===== src/rtl/prsch_pkg.sv =====
// Shared types and codes for the priority round-robin scheduler.
// No dependencies; the files that use it refer to it by scoped names.
`default_nettype none
package prsch_pkg;

   localparam int MAX_TASKS = 16;
   localparam int PRIO_W    = 8;
   localparam int ID_W      = 4;
   localparam int CMP_W     = 9;

   typedef enum logic [1:0] {
      ACT_CREATE    = 2'd0,
      ACT_ACTIVATE  = 2'd1,
      ACT_TERMINATE = 2'd2,
      ACT_START     = 2'd3
   } action_type;

   typedef enum logic [1:0] {
      ST_SUSPENDED = 2'd0,
      ST_WAITING   = 2'd1,
      ST_READY     = 2'd2,
      ST_RUNNING   = 2'd3
   } slot_state_type;

   typedef enum logic [1:0] {
      STAT_OK      = 2'd0,
      STAT_FULL    = 2'd1,
      STAT_UNKNOWN = 2'd2
   } status_type;

   typedef struct packed {
      logic [1:0]        action;
      logic [ID_W-1:0]   task_id;
      logic [PRIO_W-1:0] task_priority_in;
   } req_type;

   typedef struct packed {
      logic [3:0] next_task;
      logic       switch_request;
      logic [4:0] ready_count;
      logic [1:0] status;
   } rsp_type;

endpackage
`default_nettype wire


===== src/rtl/priority_round_robin_scheduler_top.sv =====
// Top level of the priority round-robin scheduler: handshakes, result register, memories.
// Depends on prsch_pkg, prsch_ram and prsch_seq.
//
// This block is a hardware task scheduler that serves one request beat at a time. Create
// puts a suspended task into the next free slot; activate and terminate change a task's
// state and rebuild the ready queue from every non-suspended task of the most urgent
// (numerically lowest) priority, in ascending slot order; start enables scheduling.
// Every request beat gives exactly one response beat. Create, start and rejected
// requests go straight to the done state. On activate and terminate one comparator walks
// the slots, first for the best priority and then, if a live task remains, to gather the
// queue; each slot costs a priority memory read followed by a compare. Then, when
// scheduling is on and the current task is not the idle slot 0, a round-robin pick is
// made and reported with switch_request: it reads the current task's priority and,
// unless the queue is empty, pops the head and reads its priority to compare. req_ready
// is low while a request is in work. A finished response moves into the output register
// and frees the sequencer; only when that register still holds an unaccepted beat does
// the finished response wait, and req_ready stays low meanwhile.
`default_nettype none
module priority_round_robin_scheduler_top (
   input  wire logic       clock,
   input  wire logic       reset,
   input  wire logic       req_valid,
   output logic            req_ready,
   input  wire logic [1:0] req_action,
   input  wire logic [3:0] req_task_id,
   input  wire logic [7:0] req_task_priority_in,
   output logic            rsp_valid,
   input  wire logic       rsp_ready,
   output logic [3:0]      rsp_next_task,
   output logic            rsp_switch_request,
   output logic [4:0]      rsp_ready_count,
   output logic [1:0]      rsp_status
);

   localparam int IDW = prsch_pkg::ID_W;

   prsch_pkg::req_type             req;
   prsch_pkg::rsp_type             seq_rsp, rsp_ff;
   logic                           seq_idle, seq_done, take, rsp_valid_ff;
   logic                           pr_we, fq_we;
   logic [IDW-1:0]                 pr_waddr, pr_raddr, fq_waddr, fq_raddr, fq_wdata, fq_rdata;
   logic [prsch_pkg::PRIO_W-1:0]   pr_wdata, pr_rdata;

   assign req.action           = req_action;
   assign req.task_id          = req_task_id;
   assign req.task_priority_in = req_task_priority_in;

   // The output register frees the sequencer once it has captured the response.
   assign req_ready = seq_idle;
   assign take      = seq_done && (!rsp_valid_ff || rsp_ready);

   prsch_seq u_seq (
      .clock    (clock),
      .reset    (reset),
      .start    (req_valid && req_ready),
      .req      (req),
      .idle     (seq_idle),
      .done     (seq_done),
      .take     (take),
      .rsp      (seq_rsp),
      .pr_we    (pr_we),
      .pr_waddr (pr_waddr),
      .pr_wdata (pr_wdata),
      .pr_raddr (pr_raddr),
      .pr_rdata (pr_rdata),
      .fq_we    (fq_we),
      .fq_waddr (fq_waddr),
      .fq_wdata (fq_wdata),
      .fq_raddr (fq_raddr),
      .fq_rdata (fq_rdata)
   );

   // Priority of each created slot.
   prsch_ram #(.WIDTH(prsch_pkg::PRIO_W), .DEPTH(prsch_pkg::MAX_TASKS)) u_prio_ram (
      .clock    (clock),
      .we       (pr_we),
      .waddr    (pr_waddr),
      .wdata    (pr_wdata),
      .raddr    (pr_raddr),
      .rdata_ff (pr_rdata)
   );

   // Ready queue storage, a circular buffer of slot numbers.
   prsch_ram #(.WIDTH(IDW), .DEPTH(prsch_pkg::MAX_TASKS)) u_fifo_ram (
      .clock    (clock),
      .we       (fq_we),
      .waddr    (fq_waddr),
      .wdata    (fq_wdata),
      .raddr    (fq_raddr),
      .rdata_ff (fq_rdata)
   );

   always_ff @(posedge clock) begin
      if (reset) begin
         rsp_valid_ff <= 1'b0;
      end else if (take) begin
         rsp_valid_ff <= 1'b1;
      end else if (rsp_ready) begin
         rsp_valid_ff <= 1'b0;
      end
   end

   always_ff @(posedge clock) begin
      if (take) begin
         rsp_ff <= seq_rsp;
      end
   end

   assign rsp_valid          = rsp_valid_ff;
   assign rsp_next_task      = rsp_ff.next_task;
   assign rsp_switch_request = rsp_ff.switch_request;
   assign rsp_ready_count    = rsp_ff.ready_count;
   assign rsp_status         = rsp_ff.status;

endmodule
`default_nettype wire


===== src/rtl/prsch_ram.sv =====
// Generic simple dual-port RAM with one write port and one registered read port.
// No dependencies.
`default_nettype none
module prsch_ram #(
   parameter int WIDTH = 8,
   parameter int DEPTH = 16
) (
   input  wire logic                     clock,
   input  wire logic                     we,
   input  wire logic [$clog2(DEPTH)-1:0] waddr,
   input  wire logic [WIDTH-1:0]         wdata,
   input  wire logic [$clog2(DEPTH)-1:0] raddr,
   output logic      [WIDTH-1:0]         rdata_ff
);

   logic [WIDTH-1:0] mem [DEPTH];

   always_ff @(posedge clock) begin
      if (we) begin
         mem[waddr] <= wdata;
      end
      rdata_ff <= mem[raddr];
   end

endmodule
`default_nettype wire


===== src/rtl/prsch_seq.sv =====
// Sequencer and slot-state table of the scheduler: one comparator walks the slots.
// Depends on prsch_pkg; the priority and ready-queue memories sit outside.
`default_nettype none
module prsch_seq (
   input  wire logic                          clock,
   input  wire logic                          reset,
   input  wire logic                          start,
   input  wire prsch_pkg::req_type            req,
   output logic                               idle,
   output logic                               done,
   input  wire logic                          take,
   output prsch_pkg::rsp_type                 rsp,
   output logic                               pr_we,
   output logic [prsch_pkg::ID_W-1:0]         pr_waddr,
   output logic [prsch_pkg::PRIO_W-1:0]       pr_wdata,
   output logic [prsch_pkg::ID_W-1:0]         pr_raddr,
   input  wire logic [prsch_pkg::PRIO_W-1:0]  pr_rdata,
   output logic                               fq_we,
   output logic [prsch_pkg::ID_W-1:0]         fq_waddr,
   output logic [prsch_pkg::ID_W-1:0]         fq_wdata,
   output logic [prsch_pkg::ID_W-1:0]         fq_raddr,
   input  wire logic [prsch_pkg::ID_W-1:0]    fq_rdata
);

   localparam int MAX_TASKS = prsch_pkg::MAX_TASKS;
   localparam int IDW       = prsch_pkg::ID_W;
   localparam int CW        = $clog2(MAX_TASKS + 1);

   typedef enum logic [10:0] {
      S_IDLE     = 11'b000_0000_0001,
      S_MIN_RD   = 11'b000_0000_0010,
      S_MIN_CMP  = 11'b000_0000_0100,
      S_PUSH_RD  = 11'b000_0000_1000,
      S_PUSH_CMP = 11'b000_0001_0000,
      S_DEC_RD   = 11'b000_0010_0000,
      S_DEC_POP  = 11'b000_0100_0000,
      S_DEC_RD2  = 11'b000_1000_0000,
      S_DEC_CMP  = 11'b001_0000_0000,
      S_DONE     = 11'b010_0000_0000,
      S_SPARE    = 11'b100_0000_0000
   } fsm_type;

   fsm_type                       fsm_ff, fsm_in;
   prsch_pkg::slot_state_type     slot_state_ff [MAX_TASKS];
   logic [CW-1:0]                 slot_count_ff, slot_count_in;
   logic [IDW-1:0]                head_ff, head_in;
   logic [CW-1:0]                 count_ff, count_in;
   logic [IDW-1:0]                cur_ff, cur_in;
   logic                          running_ff, running_in;
   logic [IDW-1:0]                idx_ff, idx_in;
   logic [prsch_pkg::PRIO_W-1:0]  best_ff, best_in;
   logic                          any_ff, any_in;
   logic [prsch_pkg::PRIO_W-1:0]  pcur_ff, pcur_in;
   logic [IDW-1:0]                nxt_ff, nxt_in;
   logic                          sw_ff, sw_in;
   prsch_pkg::status_type         status_ff, status_in;

   logic                          st_we;
   logic [IDW-1:0]                st_wa, st_ra;
   prsch_pkg::slot_state_type     st_wd, st_rd;
   logic [CW:0]                   pos_sum, pos_mod, head_sum;
   logic [IDW-1:0]                push_pos, head_inc;
   logic                          last_idx, fifo_full, go_decide;

   assign st_rd     = slot_state_ff[st_ra];
   assign pos_sum   = (CW+1)'(head_ff) + (CW+1)'(count_ff);
   assign pos_mod   = (pos_sum >= (CW+1)'(MAX_TASKS)) ? pos_sum - (CW+1)'(MAX_TASKS) : pos_sum;
   assign push_pos  = IDW'(pos_mod);
   assign head_sum  = (CW+1)'(head_ff) + (CW+1)'(1);
   assign head_inc  = (head_sum >= (CW+1)'(MAX_TASKS)) ? '0 : IDW'(head_sum);
   assign last_idx  = (CW'(idx_ff) + CW'(1)) == slot_count_ff;
   assign fifo_full = count_ff == CW'(MAX_TASKS);
   assign go_decide = running_ff && (cur_ff != '0);

   always_comb begin
      fsm_in        = fsm_ff;
      slot_count_in = slot_count_ff;
      head_in       = head_ff;
      count_in      = count_ff;
      cur_in        = cur_ff;
      running_in    = running_ff;
      idx_in        = idx_ff;
      best_in       = best_ff;
      any_in        = any_ff;
      pcur_in       = pcur_ff;
      nxt_in        = nxt_ff;
      sw_in         = sw_ff;
      status_in     = status_ff;
      st_we         = 1'b0;
      st_wa         = idx_ff;
      st_wd         = prsch_pkg::ST_SUSPENDED;
      st_ra         = idx_ff;
      pr_we         = 1'b0;
      pr_waddr      = IDW'(slot_count_ff);
      pr_wdata      = req.task_priority_in;
      pr_raddr      = idx_ff;
      fq_we         = 1'b0;
      fq_waddr      = push_pos;
      fq_wdata      = cur_ff;
      fq_raddr      = head_ff;
      done          = 1'b0;
      case (fsm_ff)
         S_IDLE: begin
            if (start) begin
               sw_in     = 1'b0;
               status_in = prsch_pkg::STAT_OK;
               fsm_in    = S_DONE;
               case (req.action)
                  prsch_pkg::ACT_CREATE: begin
                     if (slot_count_ff >= CW'(MAX_TASKS)) begin
                        status_in = prsch_pkg::STAT_FULL;
                     end else begin
                        pr_we         = 1'b1;
                        st_we         = 1'b1;
                        st_wa         = IDW'(slot_count_ff);
                        st_wd         = prsch_pkg::ST_SUSPENDED;
                        slot_count_in = slot_count_ff + CW'(1);
                     end
                  end
                  prsch_pkg::ACT_START: begin
                     running_in = 1'b1;
                  end
                  default: begin
                     if (prsch_pkg::CMP_W'(req.task_id) >=
                         prsch_pkg::CMP_W'(slot_count_ff)) begin
                        status_in = prsch_pkg::STAT_UNKNOWN;
                     end else begin
                        st_we    = 1'b1;
                        st_wa    = IDW'(req.task_id);
                        st_wd    = (req.action == prsch_pkg::ACT_ACTIVATE) ?
                                   prsch_pkg::ST_WAITING : prsch_pkg::ST_SUSPENDED;
                        head_in  = '0;
                        count_in = '0;
                        idx_in   = '0;
                        any_in   = 1'b0;
                        fsm_in   = S_MIN_RD;
                     end
                  end
               endcase
            end
         end
         S_MIN_RD: begin
            fsm_in = S_MIN_CMP;
         end
         S_MIN_CMP: begin
            if (st_rd != prsch_pkg::ST_SUSPENDED && (!any_ff || pr_rdata < best_ff)) begin
               best_in = pr_rdata;
               any_in  = 1'b1;
            end
            if (last_idx) begin
               idx_in = '0;
               if (any_in) begin
                  fsm_in = S_PUSH_RD;
               end else if (go_decide) begin
                  fsm_in = S_DEC_RD;
               end else begin
                  fsm_in = S_DONE;
               end
            end else begin
               idx_in = idx_ff + IDW'(1);
               fsm_in = S_MIN_RD;
            end
         end
         S_PUSH_RD: begin
            fsm_in = S_PUSH_CMP;
         end
         S_PUSH_CMP: begin
            if (st_rd != prsch_pkg::ST_SUSPENDED && pr_rdata == best_ff) begin
               st_we = 1'b1;
               st_wd = prsch_pkg::ST_READY;
               if (!fifo_full) begin
                  fq_we    = 1'b1;
                  fq_wdata = idx_ff;
                  count_in = count_ff + CW'(1);
               end
            end
            if (last_idx) begin
               fsm_in = go_decide ? S_DEC_RD : S_DONE;
            end else begin
               idx_in = idx_ff + IDW'(1);
               fsm_in = S_PUSH_RD;
            end
         end
         S_DEC_RD: begin
            pr_raddr = cur_ff;
            fsm_in   = S_DEC_POP;
         end
         S_DEC_POP: begin
            st_ra   = cur_ff;
            st_wa   = cur_ff;
            pcur_in = pr_rdata;
            sw_in   = 1'b1;
            if (count_ff == '0) begin
               fsm_in = S_DONE;
               if (st_rd != prsch_pkg::ST_SUSPENDED) begin
                  st_we    = 1'b1;
                  st_wd    = prsch_pkg::ST_RUNNING;
                  fq_we    = 1'b1;
                  count_in = count_ff + CW'(1);
               end else begin
                  cur_in = '0;
               end
            end else begin
               nxt_in   = fq_rdata;
               head_in  = head_inc;
               count_in = count_ff - CW'(1);
               st_we    = 1'b1;
               st_wa    = fq_rdata;
               st_wd    = prsch_pkg::ST_RUNNING;
               fsm_in   = S_DEC_RD2;
            end
         end
         S_DEC_RD2: begin
            pr_raddr = nxt_ff;
            fsm_in   = S_DEC_CMP;
         end
         S_DEC_CMP: begin
            st_ra = cur_ff;
            st_wa = cur_ff;
            if (pcur_ff == pr_rdata && st_rd != prsch_pkg::ST_SUSPENDED) begin
               st_we = 1'b1;
               st_wd = prsch_pkg::ST_READY;
               if (!fifo_full) begin
                  fq_we    = 1'b1;
                  count_in = count_ff + CW'(1);
               end
            end
            cur_in = nxt_ff;
            fsm_in = S_DONE;
         end
         S_DONE: begin
            done = 1'b1;
            if (take) begin
               fsm_in = S_IDLE;
            end
         end
         default: begin
            fsm_in = S_IDLE;
         end
      endcase
   end

   assign idle               = fsm_ff == S_IDLE;
   assign rsp.next_task      = 4'(cur_ff);
   assign rsp.switch_request = sw_ff;
   assign rsp.ready_count    = 5'(count_ff);
   assign rsp.status         = status_ff;

   always_ff @(posedge clock) begin
      if (reset) begin
         fsm_ff        <= S_IDLE;
         slot_count_ff <= '0;
         head_ff       <= '0;
         count_ff      <= '0;
         cur_ff        <= '0;
         running_ff    <= 1'b0;
         for (int i = 0; i < MAX_TASKS; i++) begin
            slot_state_ff[i] <= prsch_pkg::ST_SUSPENDED;
         end
      end else begin
         fsm_ff        <= fsm_in;
         slot_count_ff <= slot_count_in;
         head_ff       <= head_in;
         count_ff      <= count_in;
         cur_ff        <= cur_in;
         running_ff    <= running_in;
         if (st_we) begin
            slot_state_ff[st_wa] <= st_wd;
         end
      end
   end

   always_ff @(posedge clock) begin
      idx_ff    <= idx_in;
      best_ff   <= best_in;
      any_ff    <= any_in;
      pcur_ff   <= pcur_in;
      nxt_ff    <= nxt_in;
      sw_ff     <= sw_in;
      status_ff <= status_in;
   end

endmodule
`default_nettype wire


===== config.mk =====
export PLATFORM = sky130hd
export DESIGN_NAME = priority_round_robin_scheduler_top
export DESIGN_NICKNAME = d
export VERILOG_FILES = /design/src/rtl/prsch_pkg.sv /design/src/rtl/priority_round_robin_scheduler_top.sv /design/src/rtl/prsch_ram.sv /design/src/rtl/prsch_seq.sv
export SDC_FILE = /design/constraint.sdc
export NUM_CORES = 1
export LEC_CHECK = 0
export ABC_AREA = 0
export ABC_CLOCK_PERIOD_IN_PS = 5020
export BUFFER_PORTS_ARGS = -buffer_cell sky130_fd_sc_hd__buf_2
export CAP_MARGIN = 20
export CELL_PAD_IN_SITES_DETAIL_PLACEMENT = 1
export CELL_PAD_IN_SITES_GLOBAL_PLACEMENT = 1
export CORE_MARGIN = 1
export CORE_UTILIZATION = 35
export DETAILED_ROUTE_END_ITERATION = 10
export PLACE_DENSITY = 0.58
export SETUP_SLACK_MARGIN = 0.05
export SYNTH_ARGS = -nofsm -noshare
export SYNTH_HDL_FRONTEND = slang
export SYNTH_SLANG_ARGS = --single-unit

===== constraint.sdc =====
create_clock -name clock -period 5.02 [get_ports clock]
set_input_delay 0.502 -clock clock [delete_from_list [all_inputs] [get_ports clock]]
set_output_delay 0.502 -clock clock [all_outputs]
set_load 0.005 [all_outputs]

==> impl_metrics.prom <==
# TYPE chip_impl_metric gauge
chip_impl_info{name="run_status",value="completed"} 1
chip_impl_metric{name="antenna_found_initial",unit=""} 0
chip_impl_metric{name="pre_cts_ws",unit="ns"} 0.729
chip_impl_metric{name="leakage",unit="nW"} 5.67
chip_impl_metric{name="synth-seq-area-share",unit=""} 0.640
chip_impl_metric{name="vias",unit=""} 8256
chip_impl_metric{name="die_w",unit="um"} 200
chip_impl_info{name="cp-start-kind",value="flip-flop"} 1
chip_impl_info{name="top_cell_family_by_delay_on_the_critical_path",value="simple AND/OR/NAND/NOR gates"} 1
chip_impl_info{name="path_cells",value="or4_1, nor4_2, buf_4, or2_4, mux4_2, a2111oi_4, a21o_1, nand3_1, or3_1, nor3_1"} 1
chip_impl_metric{name="core_region_area",unit="mm^2"} 0.0386
chip_impl_metric{name="cts-root-to-sink-buffers",unit=""} 3
chip_impl_info{name="cts_tree",value="done"} 1
chip_impl_metric{name="die_height",unit="um"} 200
chip_impl_metric{name="final_nets",unit=""} 1076
chip_impl_metric{name="placed_cells",unit=""} 1511
chip_impl_metric{name="min_delay_path_depth",unit=""} 1
chip_impl_metric{name="timing.final.setup_violations",unit=""} 0
chip_impl_metric{name="detailedRoute.firstPassIterationCount",unit=""} 5
chip_impl_metric{name="detailedPlacementHpwl",unit="um"} 24200
chip_impl_metric{name="vdd.ir_drop.worst",unit="mV"} 0.181
chip_impl_metric{name="postSynthNetCount",unit=""} 1028
chip_impl_metric{name="grt_first_pass_wirelength",unit="um"} 52200
chip_impl_metric{name="grt_usage",unit=""} 0.177
chip_impl_metric{name="detail_route.wirelength",unit="um"} 34600
chip_impl_metric{name="fillers",unit=""} 3994
chip_impl_info{name="timing.critical_path.slowest_stage_cell",value="sky130_fd_sc_hd__or4_1"} 1
chip_impl_metric{name="power_density",unit="mW/mm^2"} 410
chip_impl_info{name="path_class",value="flip-flop to flip-flop"} 1
chip_impl_metric{name="n_antenna_cell",unit=""} 0
chip_impl_metric{name="via_count_of_the_first_global_routing_pass",unit=""} 8452
chip_impl_metric{name="detail_route.vias_per_cell",unit=""} 5.25
chip_impl_metric{name="fin_cells",unit=""} 1574
chip_impl_metric{name="critical_path_depth_in_cells",unit=""} 10
chip_impl_metric{name="final_core_utilization",unit=""} 0.405
chip_impl_info{name="clock_root_buffer_master",value="sky130_fd_sc_hd__clkbuf_16"} 1
chip_impl_metric{name="clkSlewWorstSetupHoldPaths",unit="ns"} 0.06
chip_impl_metric{name="netlist_cell_types",unit=""} 66
chip_impl_metric{name="yosys_warnings",unit=""} 0
chip_impl_metric{name="finalCriticalPeriod",unit="ns"} 4.28
chip_impl_metric{name="gpl.final_weighted_congestion",unit=""} 0.819
chip_impl_metric{name="tritoncts_num_sinks",unit=""} 306
chip_impl_metric{name="drtAntennaViolNets",unit=""} 0
chip_impl_metric{name="worst_slew_pin_slew",unit="ns"} 1.03
chip_impl_metric{name="htree_num_levels",unit=""} 2
chip_impl_metric{name="cts_buffers",unit=""} 36
chip_impl_metric{name="floorplan.rows",unit=""} 72
chip_impl_metric{name="drt_first_iter_violations",unit=""} 435
chip_impl_metric{name="cap_violations",unit=""} 0
chip_impl_metric{name="finalCritPeriodShare",unit=""} 0.852
chip_impl_metric{name="flow.area_growth_from_synthesis",unit="%"} 14.2
chip_impl_metric{name="share_of_synthesized_registers_carrying_an_async_set_or_reset",unit=""} 0
chip_impl_metric{name="synth_enable_flop_cells",unit=""} 264
chip_impl_metric{name="final-max-slew-violation-count",unit=""} 0
chip_impl_metric{name="timing.setup.tns",unit="ns"} 0
chip_impl_metric{name="path_max_fanout",unit=""} 7
chip_impl_info{name="crit_path_end_kind",value="flip-flop"} 1
chip_impl_info{name="hp-class",value="primary input to flip-flop"} 1
chip_impl_metric{name="overflow",unit=""} 0
chip_impl_metric{name="holdBufCountCts",unit=""} 0
chip_impl_metric{name="worst_ep_arrival_time",unit="ns"} 4.44
chip_impl_metric{name="final_hold_viol_count",unit=""} 0
chip_impl_metric{name="initial_core_util",unit=""} 0.354
chip_impl_metric{name="share_of_cells_above_drive_strength_1",unit=""} 0.136
chip_impl_metric{name="pin_count",unit=""} 32
chip_impl_metric{name="max_stage_delay",unit="ns"} 0.60
chip_impl_metric{name="clock_latency",unit="ns"} 0.53
chip_impl_metric{name="max-slew-margin-rel",unit=""} 0.314
chip_impl_metric{name="path_buf_inv",unit=""} 1
chip_impl_metric{name="post-route-drc-count",unit=""} 0
chip_impl_metric{name="cts.repair_timing.setup_buffer_count",unit=""} 0
chip_impl_info{name="synth_ff_type",value="sky130_fd_sc_hd__edfxtp_1"} 1
chip_impl_metric{name="r2r.worst_path.cells",unit=""} 10
chip_impl_metric{name="worst_slack",unit="ns"} 0.744
chip_impl_info{name="setup_repair_after_global_routing_missed_its_margin",value="false"} 1
chip_impl_metric{name="synth.avg_cell_area",unit="um^2"} 13.9
chip_impl_metric{name="synth_area",unit="mm^2"} 0.0137
chip_impl_metric{name="register_bit_count_reported_by_yosys",unit=""} 306
chip_impl_metric{name="worst_ep_required_time",unit="ns"} 5.19
chip_impl_metric{name="final.setup_skew",unit="ns"} 0.0154
chip_impl_metric{name="grt_max_degree",unit=""} 47
chip_impl_metric{name="detail_route.wl_per_cell",unit="um"} 22.0
chip_impl_metric{name="cts_resized",unit=""} 0
chip_impl_metric{name="placement.io_buffers",unit=""} 31
chip_impl_metric{name="synthesis.instances",unit=""} 983
chip_impl_metric{name="fmax",unit="GHz"} 0.234
chip_impl_metric{name="die_area",unit="mm^2"} 0.0399
report_power, final:
part	switching (W)	internal (W)	leakage, nW
logic	0.000598	0.000375	2.19
clock network	0.00102	0.00147	0.537
registers	0.0000929	0.00286	2.94
final timing paths:
path | endpoint | slack [ns] | from
hold reg to reg | u_seq.nxt_ff[0] | 0.43 | u_fifo_ram.rdata_ff[0]
setup / recovery | u_fifo_ram.mem[8][3] | 0.74 | u_seq.fsm_ff[0]
setup reg to reg | u_fifo_ram.mem[8][3] | 0.74 | u_seq.fsm_ff[0]
hold / removal | u_prio_ram.mem[11][7] | 0.34 | req_task_priority_in[7]
metrics by stage:
stage / cell area, um^2 / power, W / hold slack, ns
after global placement: 14500 / 0.00398 / 0.416
after CTS: 15600 / 0.00649 / 0.317
final: 15600 / 0.00641 / 0.339
after floorplan: 13700 / 0.00365 / 0.400
after global routing: 15600 / 0.00667 / 0.328
after detailed placement: 14500 / 0.00399 / 0.421
flip-flops by register name, summed over array words and instances, names as in the netlist, 8 cells and up:
name	cells
u_prio_ram.mem	128
u_seq.fsm_ff	10
u_seq.best_ff	8
u_seq.pcur_ff	8
u_prio_ram.rdata_ff	8
u_seq.slot_state_ff	32
u_fifo_ram.mem	64
cells in the mapped netlist, drive strengths merged (7+ instances only):
master  instances  area, um^2
nor4           15         121
mux4           22         495
clkbuf         28         105
dfxtp          42         841
nand2          42         158
inv            25        93.8
o21ai          28         140
a22oi           7        52.6
a21boi         15         113
nor2b           9        56.3
a21oi          21         113
nand3          16        80.1
nor3           28         145
xnor2          12         105
o21a            7        52.6
nor2           98         368
a21o            7        52.6
ha             26         325
xor2           14         123
buf            16        72.6
mux2i         123        1230
nand4          12        75.1
nand2b         14        87.6
edfxtp        264        7930
worst reg2reg max path, stage by stage (launching register included):
cell and delay, ns:
sky130_fd_sc_hd__dfxtp_1 0.38, sky130_fd_sc_hd__or4_1 0.60, sky130_fd_sc_hd__nor4_2 0.30, sky130_fd_sc_hd__buf_4 0.20, sky130_fd_sc_hd__or2_4 0.15, sky130_fd_sc_hd__mux4_2 0.54, sky130_fd_sc_hd__a2111oi_4 0.44, sky130_fd_sc_hd__a21o_1 0.23
sky130_fd_sc_hd__nand3_1 0.12, sky130_fd_sc_hd__or3_1 0.42, sky130_fd_sc_hd__nor3_1 0.53
placed cells by master, fill, tap and decap left out, types with 7 or more instances in the layout:
master and count:
sky130_fd_sc_hd__edfxtp_1 264, sky130_fd_sc_hd__mux2i_1 123, sky130_fd_sc_hd__nor2_1 98, sky130_fd_sc_hd__dfxtp_1 42, sky130_fd_sc_hd__nand2_1 41, sky130_fd_sc_hd__clkbuf_16 36
sky130_fd_sc_hd__buf_2 31, sky130_fd_sc_hd__o21ai_0 28, sky130_fd_sc_hd__ha_1 26, sky130_fd_sc_hd__inv_1 25, sky130_fd_sc_hd__nor3_1 24, sky130_fd_sc_hd__mux4_2 22
sky130_fd_sc_hd__buf_4 22, sky130_fd_sc_hd__a21oi_1 19, sky130_fd_sc_hd__nand3_1 16, sky130_fd_sc_hd__nand2b_1 14, sky130_fd_sc_hd__xor2_1 14, sky130_fd_sc_hd__clkbuf_1 13
sky130_fd_sc_hd__nand4_1 12, sky130_fd_sc_hd__xnor2_1 12, sky130_fd_sc_hd__nor4_1 12, sky130_fd_sc_hd__a21boi_1 12, sky130_fd_sc_hd__nor2b_1 9, sky130_fd_sc_hd__a22oi_1 7
sky130_fd_sc_hd__o21a_1 7
cell type report:
class | count | area (um^2) | share of cell area
Sequential cell | 306 | 8770 | 0.560
Clock inverter | 12 | 138 | 0.00880
Inverter | 27 | 101 | 0.00648
Tap cell | 518 | 648 | 0.0414
Clock buffer | 51 | 977 | 0.0625
Timing Repair Buffer | 54 | 340 | 0.0218
Multi-Input combinational cell | 606 | 4670 | 0.299
per-layer routing:
metal / wire (um) / track usage / up-vias
li1: - / - / 3851
met1: 16600 / 0.254 / 4207
met2: 15900 / 0.277 / 148
met3: 1420 / 0.0301 / 50
met4: 623 / 0.0430 / 0
met5: 0 / 0 / -
cells by family after synthesis:
| logic type | synth area share |
|---|---|
| AOI/OAI and AO/OA | 0.0651 |
| xor gates and xnor gates | 0.0166 |
| adders and majority gates | 0.0252 |
| buffers and inverters | 0.0204 |
| DFF | 0.640 |
| muxes | 0.130 |
| and+or+nand+nor | 0.102 |
Power figures use the tool's default switching activity.
